[config.mk]
export PLATFORM = sky130hd
export DESIGN_NAME = rss_div
export DESIGN_NICKNAME = d
export VERILOG_FILES = /design/src/hdl/running_sample_statistics_unit_defines.svh /design/src/hdl/rss_pkg.sv /design/src/hdl/rss_div.sv
export SDC_FILE = /design/constraint.sdc
export NUM_CORES = 1
export LEC_CHECK = 0
export ABC_AREA = 1
export BUFFER_PORTS_ARGS = -buffer_cell sky130_fd_sc_hd__buf_2
export CAP_MARGIN = 10
export CELL_PAD_IN_SITES_DETAIL_PLACEMENT = 0
export CELL_PAD_IN_SITES_GLOBAL_PLACEMENT = 2
export CORE_ASPECT_RATIO = 0.9
export CORE_UTILIZATION = 33
export DETAILED_ROUTE_END_ITERATION = 7
export GPL_TIMING_DRIVEN = 1
export PLACE_DENSITY_LB_ADDON = 0.1
export SLEW_MARGIN = 20
export SYNTH_ARGS = -nofsm -noshare
export SYNTH_HDL_FRONTEND = slang
export SYNTH_SLANG_ARGS = --single-unit
[constraint.sdc]
create_clock -name aclk -period 12.2 [get_ports aclk]
set_input_delay 0.61 -clock aclk [delete_from_list [all_inputs] [get_ports aclk]]
set_output_delay 0.61 -clock aclk [all_outputs]
set_load 0.02 [all_outputs]
[src/hdl/running_sample_statistics_unit_defines.svh]
// ---------------------------------------------------------------------------
// Assertion macros for the running sample statistics unit.
// Each macro places one labeled concurrent assertion on the given clock,
// switched off while the active-low reset is asserted.
// ---------------------------------------------------------------------------
`ifndef RUNNING_SAMPLE_STATISTICS_UNIT_DEFINES_SVH
`define RUNNING_SAMPLE_STATISTICS_UNIT_DEFINES_SVH

// Same-cycle implication: whenever ante holds, cons must hold too.
`define RSS_ASSERT_IMPL(label, clk, rstn, ante, cons) \
    label: assert property (@(posedge clk) disable iff (!(rstn)) (ante) |-> (cons)) \
        else $error("rss: same-cycle check failed");

// Next-cycle implication: whenever ante holds, cons must hold in the next cycle.
`define RSS_ASSERT_NEXT(label, clk, rstn, ante, cons) \
    label: assert property (@(posedge clk) disable iff (!(rstn)) (ante) |=> (cons)) \
        else $error("rss: next-cycle check failed");

`endif

[src/hdl/rss_pkg.sv]
// ---------------------------------------------------------------------------
// rss_pkg
// Shared widths and status types of the running sample statistics unit.
// ---------------------------------------------------------------------------
`default_nettype none

package rss_pkg;

    // Width of the running total and of the sum of squares.
    localparam int TOTAL_BITS = 56;
    localparam int SQSUM_BITS = 64;

    // Step counter width of the serial divider (one quotient bit a step).
    localparam int DIV_STEP_BITS = $clog2(SQSUM_BITS);

    // Status of the queue between front and back.
    typedef struct packed {
        logic full;
        logic empty;
    } rss_q_stat_t;

    // Status of the serial divider.
    typedef struct packed {
        logic busy;
        logic done;
    } rss_div_stat_t;

endpackage

`default_nettype wire

[src/hdl/rss_div.sv]
// ---------------------------------------------------------------------------
// rss_div
// Serial restoring divider with two lanes that share one divisor: the
// running total and the sum of squares are divided by the count together,
// one quotient bit per lane in each cycle.
// ---------------------------------------------------------------------------
`default_nettype none

module rss_div #(
    parameter int DIVISOR_BITS = 32
) (
    input  logic                                aclk,
    input  logic                                aresetn,
    input  logic                                start,
    input  logic [DIVISOR_BITS-1:0]             divisor,
    input  logic [rss_pkg::SQSUM_BITS-1:0]      dividend_a,
    input  logic [rss_pkg::SQSUM_BITS-1:0]      dividend_b,
    output logic [rss_pkg::SQSUM_BITS-1:0]      quot_a,
    output logic [rss_pkg::SQSUM_BITS-1:0]      quot_b,
    output rss_pkg::rss_div_stat_t              stat
);
    import rss_pkg::*;

    localparam logic [DIV_STEP_BITS-1:0] STEP_LAST = DIV_STEP_BITS'(SQSUM_BITS - 1);

    logic                     run_reg;
    logic                     done_reg;
    logic [DIV_STEP_BITS-1:0] step_reg;
    logic [DIVISOR_BITS-1:0]  den_reg;
    logic [SQSUM_BITS-1:0]    dvd_a_reg, dvd_b_reg;
    logic [DIVISOR_BITS-1:0]  rem_a_reg, rem_b_reg;

    logic [DIVISOR_BITS:0]    trial_a, trial_b;
    logic [DIVISOR_BITS:0]    diff_a, diff_b;
    logic                     ge_a, ge_b;

    assign stat.busy = run_reg;
    assign stat.done = done_reg;
    assign quot_a    = dvd_a_reg;
    assign quot_b    = dvd_b_reg;

    // One restoring step per lane: shift in the next dividend bit, subtract if it fits.
    assign trial_a = {rem_a_reg, dvd_a_reg[SQSUM_BITS-1]};
    assign trial_b = {rem_b_reg, dvd_b_reg[SQSUM_BITS-1]};
    assign diff_a  = trial_a - {1'b0, den_reg};
    assign diff_b  = trial_b - {1'b0, den_reg};
    assign ge_a    = (trial_a >= {1'b0, den_reg});
    assign ge_b    = (trial_b >= {1'b0, den_reg});

    always_ff @(posedge aclk) begin
        if (!aresetn) begin
            run_reg  <= 1'b0;
            done_reg <= 1'b0;
            step_reg <= '0;
        end else begin
            done_reg <= 1'b0;
            if (start) begin
                run_reg  <= 1'b1;
                step_reg <= '0;
            end else if (run_reg) begin
                step_reg <= step_reg + 1'b1;
                if (step_reg == STEP_LAST) begin
                    run_reg  <= 1'b0;
                    done_reg <= 1'b1;
                end
            end
        end
    end

    // Datapath: the dividend registers collect the quotient bits from the right.
    always_ff @(posedge aclk) begin
        if (start) begin
            den_reg   <= divisor;
            dvd_a_reg <= dividend_a;
            dvd_b_reg <= dividend_b;
            rem_a_reg <= '0;
            rem_b_reg <= '0;
        end else if (run_reg) begin
            dvd_a_reg <= {dvd_a_reg[SQSUM_BITS-2:0], ge_a};
            dvd_b_reg <= {dvd_b_reg[SQSUM_BITS-2:0], ge_b};
            rem_a_reg <= ge_a ? diff_a[DIVISOR_BITS-1:0] : trial_a[DIVISOR_BITS-1:0];
            rem_b_reg <= ge_b ? diff_b[DIVISOR_BITS-1:0] : trial_b[DIVISOR_BITS-1:0];
        end
    end

endmodule

`default_nettype wire

Word-level counts from Yosys, hierarchy flattened. Cells that the tools add are included.

Reductions and logical operators: 3. Equality and inequality tests: 1. Shifts and indexed selects: 0. Order comparisons: 2. $add $sub $neg: 3. Divide/modulo/power cells: 0. Bitwise gates (word level): 2. Multipliers: 0. Muxes and demuxes: 10.

Operators by type and width (count): $mux 64 (4); $ge 33x32->1 (2); $mux 32 (2); $sub 32x32->32 (2); $add 6x1->6 const B (1); $eq 6x6->1 const B (1); $mux 1 (4); $reduce_or 3->1 (1); $not 1->1 (2); $reduce_bool 2->1 (1); $reduce_or 2->1 (1).

Input bits: 163. Register bits: 232. Output and inout bits: 130. Memory bits (writable): 0. Word-level logic and storage cells: 29. Latch bits: 0. Memories kept: 0. ROM bits: 0.

Logic depth before layout (Yosys ltp). Gate-level depths: netlist of run 1.

Depth in word-level cells: 4. Gate-level depth with buffers: 17. Depth with buffers taken out: 17.

Least setup slack after synthesis of run 1. Ideal clock, no wire load.

Path kind: input to register. Start point: input start. End point: register dvd_a_reg[0], in the netlist quot_a[0], enable pin. Required time: 11.656 ns. Arrival time: 4.476 ns. Buffers on the path: 1. Library setup time: 0.544 ns. Path slack: 7.180 ns. Cell stages on the path: 3. Path through: nor2_1 inv_2 clkbuf_1.

Word-level cells in the longest chain between the ends: 1.

RTL lines: start: declaration (RTL line rss_div.sv:14) `input logic start,`; $reduce_bool 2->1 (no line); end signal: assignment (RTL line rss_div.sv:74) `dvd_a_reg <= dividend_a;`; end signal: assignment (RTL line rss_div.sv:79) `dvd_a_reg <= {dvd_a_reg[SQSUM_BITS-2:0], ge_a};`; end: declaration (RTL line rss_div.sv:30) `logic [SQSUM_BITS-1:0] dvd_a_reg, dvd_b_reg;`.

No other way between the ends. A chain may end at the register's enable or synchronous reset.

Worst setup path in the final report of run 1.
Start point: register den_reg[5]. End point: register rem_b_reg[1].

Word-level cells in the longest chain between the ends: 2.

RTL lines: start: declaration (RTL line rss_div.sv:29) `logic [DIVISOR_BITS-1:0] den_reg;`; start signal: assignment (RTL line rss_div.sv:73) `den_reg <= divisor;`; $ge 33x32->1 (RTL line rss_div.sv:48) `assign ge_b = (trial_b >= {1'b0, den_reg});`; $mux 32 (RTL line rss_div.sv:82) `rem_b_reg <= ge_b ? diff_b[DIVISOR_BITS-1:0] : trial_b[DIVISOR_BITS-1:0];`; end signal: assignment (RTL line rss_div.sv:82); end: declaration (RTL line rss_div.sv:31) `logic [DIVISOR_BITS-1:0] rem_a_reg, rem_b_reg;`.

No other way between the ends.

==> results of run 1 <==
-- layer usage --
metal	global-route usage, %	up-vias	wire [microns]
met5	0	-	108
met4	5.56	18	1330
met3	6.85	87	3870
met2	33.5	350	21900
met1	31.0	6267	23900
li1	-	7082	-
-- final cells by class --
type                    count  area [sq um]
repair buffers            299          1530
clock buffers              41           801
flip-flops and latches    232          6250
clock inverters            13           143
well taps                 600           751
multi-input cells        1489          7090
inverters                 307          1160
fillers                  4792         26500
diodes                      2          5.00
-- Yosys cell counts (9+ instances only) --
cell type  count
o21ai_0       17
edfxtp_1     160
inv_1        299
nor2_1        85
dfxtp_1       72
ha_1          65
a21oi_1       47
o21ai_1       21
nand3_2       12
clkbuf_1      30
nor3_1        13
nand3_1      163
nand3b_1      37
buf_2         13
nor2_2         9
xnor2_1       28
nand2_1      946
-- per-stage QoR --
stage | power (W) | instances | area, sq um | setup WS (ns)
final | 0.00214 | 2983 | 17700 | 9.05
after global routing | 0.00224 | 2982 | 17700 | 8.77
after CTS | 0.00217 | 2980 | 17700 | 9.03
after detailed placement | 0.00129 | 2926 | 16800 | 9.00
after global placement | 0.00129 | 2926 | 16800 | 9.05
after floorplan | 0.00115 | 2089 | 14800 | 7.18
-- kinds of logic (layout without fill, tap and decap cells) --
family / Yosys count / in the layout / share of synthesized area [%]
buf+inv: 368 / 660 / 9.91
compound gates: 97 / 97 / 3.52
other cells: 0 / 2 / 0
xor+xnor: 31 / 31 / 1.84
simple gates: 1294 / 1294 / 36.7
flops: 232 / 232 / 42.2
fa+ha+maj: 67 / 67 / 5.77
-- power by group through the flow --
stage,clock network (W),registers (W),logic (W)
floorplan,0,0.00101,0.000144
global placement,0,0.000955,0.000335
detailed placement,0,0.000955,0.000334
CTS,0.000889,0.000941,0.000335
global route,0.000922,0.000947,0.000366
finish,0.000870,0.000940,0.000331
-- worst min-delay path by stage --
stage / slack (ns) / to / from
after CTS: 0.18 / den_reg[6] / divisor[6]
after detailed placement: 0.46 / rem_b_reg[19] / rem_b_reg[19]
final: 0.20 / den_reg[4] / divisor[4]
after global routing: 0.18 / den_reg[4] / divisor[4]
after floorplan: 0.44 / rem_a_reg[31] / rem_a_reg[31]
after global placement: 0.46 / rem_a_reg[23] / rem_a_reg[23]
==> results.py, run 1 <==
metrics = {
    "clock_tree": {
        "clk_latency_ns": 0.59,
        "post_cts_buffers": 0,
        "cts_made_buffers": 29,
        "clockRootBuffer": "clkbuf_16",
        "cts_max_level": 1,
        "clk_pin_slew_ns": 0.06,
        "clk_path_buf_depth": 3,
        "cts_tree": "built",
        "ctsHoldBuffers": 0,
        "cts_sinks": 232,
        "cts_resized": 0,
    },
    "synth": {
        "ys.flop_type": "edfxtp_1",
        "synth-seq-cells": 232,
        "synth.avg_cell_area_sq_um": 7.08,
        "ys_async_sr_fraction_pct": 0,
        "synth_nets": 2319,
        "synth_edf_count": 160,
        "syn_area_sq_um": 14800,
        "synth_cell_types": 39,
        "ys_warn_count": 0,
        "synthCells": 2089,
        "synth_top_area_share_pct": 32.5,
        "yosysTopAreaCell": "edfxtp_1",
        "yosysSeqAreaShare_pct": 42.2,
        "synth.area.top_cells": "edfxtp_1, nand2_1, dfxtp_1, inv_1, nand3_1",
    },
    "power_and_ir_drop": {
        "powerDensity_nw_per_um2": 121,
        "switching_share_pct": 29.2,
        "p_sw_w": 0.000626,
        "vdd_drop_max_mv": 0.119,
        "p_leak_nw": 9.37,
        "sequentialPowerShare_pct": 43.9,
        "internal_power_w": 0.00152,
        "power_frac_comb_pct": 15.4,
        "power.share.clock_pct": 40.6,
    },
    "timing": {
        "rsz0062_at_grt": "false",
        "hold_violations": 0,
        "setup_violations": 0,
        "fin_tns_setup_ns": 0,
        "fin_worst_skew_ns": 0.0215,
        "post-route-min-period_ns": 3.15,
        "timing.hold.ws_ns": 0.196,
        "drv_slew": 0,
        "timing.final.crit_share_pct": 25.8,
        "slew_headroom_pct": 39.6,
        "timing.fmax_ghz": 0.318,
        "tightest_slew_ns": 0.907,
    },
    "critical_path": {
        "slowest_stage": "nand2_4",
        "crit_fanout": 34,
        "r2r_cells": 13,
        "crit_end": "rem_b_reg[1]",
        "slowest_delay_ns": 0.60,
        "r2r_start": "den_reg[5]",
        "setup.worst_path.start": "den_reg[5]",
        "crit_type": "reg2reg",
        "critPathCaptureType": "flip-flop",
        "cp.depth": 13,
        "cpMostUsedCell": "nand2_1",
        "reg2reg_to": "rem_b_reg[1]",
        "rrSetupSlack_ns": 9.05,
        "arrival_ns": 3.59,
        "crit_chain": "inv_1 -> ha_1 -> nand2_1 -> nor2_2 -> nand3_1 -> nand3_2 -> nand2_1 -> nand2_2 -> nand2_2 -> nand2_4 -> nand2_1 -> nand3_1 -> o21ai_0",
        "cpLargestDelayFamily": "simple AND/OR/NAND/NOR gates",
        "cp_num_buf_inv": 1,
        "cp.required_ns": 12.64,
        "worstSetupStartpointType": "flip-flop",
    },
    "route": {
        "drtIter0Drc": 990,
        "drt_wl_total_mm": 51.1,
        "route.vias.total": 13804,
        "routedWlPerCell_microns": 17.1,
        "final_antenna_net_count": 0,
        "drc": 0,
        "vias_per_cell": 4.63,
        "first_pass_iters": 7,
    },
    "die": {
        "coreArea_sq_um": 44200,
        "io_pins": 293,
        "dieWidth_microns": 225,
        "die_area_sq_um": 45700,
        "die_h_microns": 203,
        "rows": 73,
        "start_util_pct": 33.4,
    },
    "placed_design": {
        "routabilityCongestion": 0.861,
        "dp_hpwl_mm": 39.0,
        "io_buffers": 292,
    },
    "cells_and_area": {
        "final_common_cell": "nand2_1",
        "final_core_utilization_pct": 40.1,
        "layout_common_cells": "nand2_1, inv_1, buf_2",
        "final_nets": 2588,
        "post_route_cells_drive_above_1_share_pct": 16.2,
        "area_growth_pct": 19.9,
    },
    "global_route": {
        "antenna_found_initial": 12,
        "grt_first_pass_wirelength_mm": 78.8,
        "grt_pass1_vias": 13385,
        "track_usage_pct": 22.3,
        "grt_max_degree": 93,
        "grt_overflow": 0,
    },
    "run": {
        "drv_cap": 0,
    },
    "status": {
        "status": "complete, no violations",
    },
    "min_path": {
        "worstHoldPathCells": 1,
        "hold_path_class": "in2reg",
    },
}
Power figures use the tool's default switching activity.
==> run 2, diff against run 1 <==
--- a/config.mk
+++ b/config.mk
@@ -11,7 +11,7 @@
 export CELL_PAD_IN_SITES_DETAIL_PLACEMENT = 0
 export CELL_PAD_IN_SITES_GLOBAL_PLACEMENT = 2
 export CORE_ASPECT_RATIO = 0.9
-export CORE_UTILIZATION = 33
+export CORE_UTILIZATION = 28
 export DETAILED_ROUTE_END_ITERATION = 7
 export GPL_TIMING_DRIVEN = 1
 export PLACE_DENSITY_LB_ADDON = 0.1
==> constraint.sdc (replaced) <==
create_clock -name aclk -period 2.63 [get_ports aclk]
set_input_delay 0.1315 -clock aclk [delete_from_list [all_inputs] [get_ports aclk]]
set_output_delay 0.1315 -clock aclk [all_outputs]
set_load 0.02 [all_outputs]
==> run 2 against run 1 <==
Die area rose by 18%. Core utilization fell by 1.9 points. Hold slack improved by 0.063 ns. Worst setup slack got worse by 8.9 ns. Global-route usage fell by 1.9 points. Sequential cell count did not move.
==> results.py, run 2 (same netlist as run 1, synthesis figures left out) <==
metrics = {
    "route": {
        "drt_wl_total_mm": 55.7,
        "drc": 0,
        "route.vias.total": 14454,
        "drtIter0Drc": 757,
        "final_antenna_net_count": 0,
        "vias_per_cell": 4.44,
        "routedWlPerCell_microns": 17.1,
        "first_pass_iters": 5,
    },
    "cells_and_area": {
        "layout_common_cells": "nand2_1, inv_1, buf_2",
        "final_common_cell": "nand2_1",
        "regArea_sq_um": 6250,
        "final_core_utilization_pct": 38.2,
        "multi_input_area_sq_um": 7110,
        "post_route_cells_drive_above_1_share_pct": 16.1,
        "fillers": 5677,
        "final_nets": 2773,
        "final_cells": 3258,
        "area_growth_pct": 34.1,
    },
    "clock_tree": {
        "clockRootBuffer": "clkbuf_16",
        "cts_tree": "built",
        "post_cts_buffers": 0,
        "clk_path_buf_depth": 3,
        "cts_max_level": 1,
        "clk_latency_ns": 0.61,
        "clk_pin_slew_ns": 0.06,
        "cts_made_buffers": 30,
        "cts_sinks": 232,
    },
    "die": {
        "rows": 79,
        "die_area_sq_um": 53700,
        "coreArea_sq_um": 51900,
        "start_util_pct": 28.5,
        "die_h_microns": 220,
        "dieWidth_microns": 244,
        "io_pins": 293,
    },
    "critical_path": {
        "cpMostUsedCell": "nand2_1",
        "r2r_cells": 15,
        "setup.worst_path.start": "den_reg[7]",
        "r2r_start": "den_reg[7]",
        "reg2reg_to": "rem_a_reg[14]",
        "arrival_ns": 2.94,
        "crit_fanout": 24,
        "cp_num_buf_inv": 4,
        "crit_type": "reg2reg",
        "slowest_stage": "edfxtp_1",
        "rrSetupSlack_ns": 0.15,
        "critPathCaptureType": "flip-flop",
        "cpLargestDelayFamily": "simple AND/OR/NAND/NOR gates",
        "worstSetupStartpointType": "flip-flop",
        "cp.required_ns": 3.10,
        "slowest_delay_ns": 0.37,
        "crit_chain": "inv_1 -> ha_1 -> nand2_1 -> inv_1 -> nand2_1 -> nand2_1 -> inv_2 -> nand3_2 -> nand2_1 -> nand2_2 -> nand2_4 -> buf_8 -> nand3_1 -> nand3_1 -> o21ai_1",
    },
    "global_route": {
        "track_usage_pct": 20.4,
        "grt-busiest-layer": "met2",
        "met1_usage_pct": 27.3,
        "use_met3_pct": 4.80,
        "grt_util_met2_pct": 33.5,
        "antenna_found_initial": 7,
        "grt_first_pass_wirelength_mm": 84.8,
        "grt_pass1_vias": 14525,
        "grt_overflow": 0,
        "grt_max_degree": 103,
    },
    "min_path": {
        "worstHoldPathCells": 2,
        "hold_end": "den_reg[6]",
        "hp-start": "divisor[6]",
        "hold_path_class": "in2reg",
    },
    "timing": {
        "timing.final.crit_share_pct": 94.2,
        "timing.fmax_ghz": 0.404,
        "hold_violations": 0,
        "post-route-min-period_ns": 2.48,
        "tightest_slew_ns": 0.504,
        "setup_violations": 0,
        "drv_slew": 0,
        "rsz0062_at_grt": "true",
        "slew_headroom_pct": 66.4,
        "fin_worst_skew_ns": 0.0383,
    },
    "placed_design": {
        "dp_hpwl_mm": 42.3,
        "dp_cells": 3036,
        "routabilityCongestion": 0.862,
        "io_buffers": 292,
    },
    "power_and_ir_drop": {
        "p_leak_nw": 10.2,
        "powerDensity_nw_per_um2": 531,
        "vdd_drop_max_mv": 0.516,
    },
    "status": {
        "status": "complete, no violations",
    },
    "run": {
        "drv_cap": 0,
    },
}
run 2: how the worst max path moves through the flow:
stage	end	slack, ns	cells past startpoint
2_1_floorplan	quot_a[0]	0.45	4
3_3_place_gp	rem_a_reg[12]	0.06	15
3_5_place_dp	rem_a_reg[12]	0.06	15
4_1_cts	rem_a_reg[12]	0.01	15
5_1_grt	rem_a_reg[14]	-0.02	13
6_report	rem_a_reg[14]	0.15	15
run 2: routing by layer:
layer	vias up	part of all wire, %
met5	-	0.036
met4	4	1.9
met3	64	6.1
met2	318	45
met1	6606	47
li1	7462	-
run 2: cell type report:
| cell class | instances | area share, % |
|---|---|---|
| repair buffers | 482 | 17.2 |
| flip-flops and latches | 232 | 31.5 |
| clock buffers | 35 | 3.88 |
| inverters | 307 | 5.85 |
| multi-input cells | 1490 | 35.8 |
| diodes | 4 | 0.0505 |
| clock inverters | 20 | 1.31 |
| well taps | 688 | 4.34 |
run 2: timing repair:
item                                    in CTS  in global routing
endpoints found under the setup margin       0                 33
hold buffers                               162                  0
gates resized for setup                      0                  5
endpoints found under the hold margin      168                  0
run 2: per-stage QoR:
| stage | hold slack, ns | setup TNS (ns) | power (W) | area, sq um | setup WS (ns) |
|---|---|---|---|---|---|
| 2_1_floorplan | 0.230 | 0 | 0.00534 | 14800 | 0.449 |
| 3_3_place_gp | 0.312 | 0 | 0.00605 | 17100 | 0.0560 |
| 3_5_place_dp | 0.310 | 0 | 0.00604 | 17100 | 0.0634 |
| 4_1_cts | 0.218 | 0 | 0.0107 | 19800 | 0.00984 |
| 5_1_grt | 0.236 | -0.0750 | 0.0110 | 19800 | -0.0223 |
| 6_report | 0.259 | 0 | 0.0105 | 19800 | 0.153 |
run 2: where the power goes:
part | internal, W | switching [W]
clock network | 0.00259 | 0.00179
logic | 0.000659 | 0.00113
registers | 0.00422 | 0.000137
==> run 3, diff against run 2 <==
--- a/config.mk
+++ b/config.mk
@@ -11,11 +11,12 @@
 export CELL_PAD_IN_SITES_DETAIL_PLACEMENT = 0
 export CELL_PAD_IN_SITES_GLOBAL_PLACEMENT = 2
 export CORE_ASPECT_RATIO = 0.9
-export CORE_UTILIZATION = 28
+export CORE_UTILIZATION = 31
 export DETAILED_ROUTE_END_ITERATION = 7
 export GPL_TIMING_DRIVEN = 1
+export MAX_ROUTING_LAYER = met4
 export PLACE_DENSITY_LB_ADDON = 0.1
-export SLEW_MARGIN = 20
+export SLEW_MARGIN = 40
 export SYNTH_ARGS = -nofsm -noshare
 export SYNTH_HDL_FRONTEND = slang
 export SYNTH_SLANG_ARGS = --single-unit
==> constraint.sdc (replaced) <==
create_clock -name aclk -period 2.73 [get_ports aclk]
set_input_delay 0.1365 -clock aclk [delete_from_list [all_inputs] [get_ports aclk]]
set_output_delay 0.1365 -clock aclk [all_outputs]
set_load 0.02 [all_outputs]
==> run 3 against run 2 <==
Critical path type unchanged. Wire length decreased by 1.7%. Sequential share of layout area increased by 0.25 points. Hold slack got worse by 0.21 ns. Cell count decreased by 2.2%. Highest routed layer is now met4. Clock skew decreased by 0.024 ns. Sequential power decreased by 4%. Cell area decreased by 0.79%. Global-route usage increased by 2.9 points. Largest power group is now sequential cells. Sequential cell count unchanged.
==> results.py, run 3 (same netlist as run 1, synthesis figures left out) <==
metrics = {
    "cells_and_area": {
        "multi_input_area_sq_um": 7090,
        "final_common_cell": "nand2_1",
        "post_route_cells_drive_above_1_share_pct": 16.1,
        "final_nets": 2773,
        "fillers": 4974,
        "layout_common_cells": "nand2_1, inv_1, buf_2",
        "final_cells": 3185,
        "area_growth_pct": 33.1,
        "final_core_utilization_pct": 42.0,
        "regArea_sq_um": 6250,
    },
    "power_and_ir_drop": {
        "p_sw_w": 0.00289,
        "sequentialPowerShare_pct": 42.2,
        "vdd_drop_max_mv": 0.494,
        "powerDensity_nw_per_um2": 505,
        "internal_power_w": 0.00704,
        "switching_share_pct": 29.1,
        "p_leak_nw": 10.2,
        "total_power_w": 0.00993,
        "power_frac_comb_pct": 17.3,
        "power.share.clock_pct": 40.4,
    },
    "clock_tree": {
        "clk_pin_slew_ns": 0.06,
        "post_cts_buffers": 0,
        "clk_latency_ns": 0.60,
        "cts_tree": "built",
        "clockRootBuffer": "clkbuf_16",
        "cts_made_buffers": 29,
        "cts_sinks": 232,
        "cts_max_level": 1,
        "clk_path_buf_depth": 3,
    },
    "timing": {
        "slew_headroom_pct": 57.5,
        "timing.fmax_ghz": 0.391,
        "rsz0062_at_grt": "false",
        "post-route-min-period_ns": 2.56,
        "timing.hold.ws_ns": 0.0522,
        "setup_violations": 0,
        "tightest_slew_ns": 0.636,
        "fin_worst_skew_ns": 0.0143,
        "drv_slew": 0,
        "hold_violations": 0,
        "timing.final.crit_share_pct": 93.7,
        "fin_tns_setup_ns": 0,
    },
    "status": {
        "status": "complete, no violations",
    },
    "global_route": {
        "grt_overflow": 0,
        "grt_first_pass_wirelength_mm": 85.5,
        "grt_max_degree": 159,
        "grt_pass1_vias": 14899,
        "track_usage_pct": 23.3,
        "antenna_found_initial": 3,
    },
    "placed_design": {
        "dp_hpwl_mm": 41.3,
        "routabilityCongestion": 0.857,
        "dp_cells": 2966,
        "io_buffers": 292,
    },
    "die": {
        "die_h_microns": 209,
        "coreArea_sq_um": 46800,
        "rows": 75,
        "io_pins": 293,
        "die_area_sq_um": 48600,
        "dieWidth_microns": 232,
        "start_util_pct": 31.6,
    },
    "route": {
        "first_pass_iters": 7,
        "vias_per_cell": 4.58,
        "drt_wl_total_mm": 54.8,
        "final_antenna_net_count": 0,
        "routedWlPerCell_microns": 17.2,
        "drc": 0,
        "route.vias.total": 14595,
        "drtIter0Drc": 902,
    },
    "run": {
        "drv_cap": 0,
    },
    "critical_path": {
        "critPathCaptureType": "flip-flop",
        "crit_fanout": 25,
        "cp.required_ns": 3.22,
        "arrival_ns": 3.05,
        "worstSetupStartpointType": "flip-flop",
        "crit_type": "reg2reg",
    },
    "min_path": {
        "hold_path_class": "in2reg",
    },
}
-- run 3: per-layer routing --
layer | track usage (%) | vias to the layer above | wire, microns
li1 | - | 7472 | -
met1 | 31.7 | 6702 | 26300
met2 | 35.8 | 365 | 24000
met3 | 4.78 | 56 | 3280
met4 | 4.49 | 0 | 1120
met5 | - | - | 0
-- run 3: worst max-delay path, stage by stage, from the launching register on --
cell,delay (ns)
edfxtp_1,0.37
inv_1,0.19
ha_1,0.34
a21oi_1,0.29
nand2_1,0.15
inv_2,0.06
nand2_1,0.07
nand2_1,0.08
nand3_2,0.11
nor2_8,0.25
buf_12,0.23
nand3b_1,0.12
nand3_1,0.13
nand2_1,0.05
-- run 3: cell type report --
cell class | instances | area share, %
timing repair buffer | 484 | 17.5
tap | 616 | 3.92
clock inverter | 16 | 0.846
multi-input combinational | 1489 | 36.0
inverter | 307 | 5.90
antenna | 3 | 0.0382
sequential | 232 | 31.7
clock buffer | 38 | 4.06
-- run 3: worst paths after layout --
| check | start | to | slack, ns | depth (start not counted) |
|---|---|---|---|---|
| hold / removal | start | den_reg[26] | 0.05 | 2 |
| setup reg to reg | den_reg[24] | rem_a_reg[23] | 0.17 | 13 |
| hold reg to reg | rem_a_reg[31] | rem_a_reg[31] | 0.47 | 2 |
| setup / recovery | den_reg[24] | rem_a_reg[23] | 0.17 | 13 |
-- run 3: what timing repair did --
| item | 4_1_cts | 5_1_grt |
|---|---|---|
| hold buffers | 161 | 0 |
| hold endpoints to repair | 164 | 0 |
| resized for setup | 0 | 2 |
| setup endpoints to repair | 0 | 24 |
-- run 3: stage by stage --
stage | cell area (sq um) | worst slack (ns)
after floorplan | 14800 | 0.549
after global placement | 17100 | 0.134
after detailed placement | 17100 | 0.163
after CTS | 19600 | 0.136
after global routing | 19700 | 0.0112
final | 19700 | 0.173
-- run 3: power groups by stage --
stage	combinational, W	sequential (W)	clock, W
6_report	0.00172	0.00420	0.00402
5_1_grt	0.00189	0.00423	0.00425
4_1_cts	0.00173	0.00420	0.00413
3_5_place_dp	0.00154	0.00426	0
3_3_place_gp	0.00155	0.00426	0
2_1_floorplan	0.000642	0.00450	0
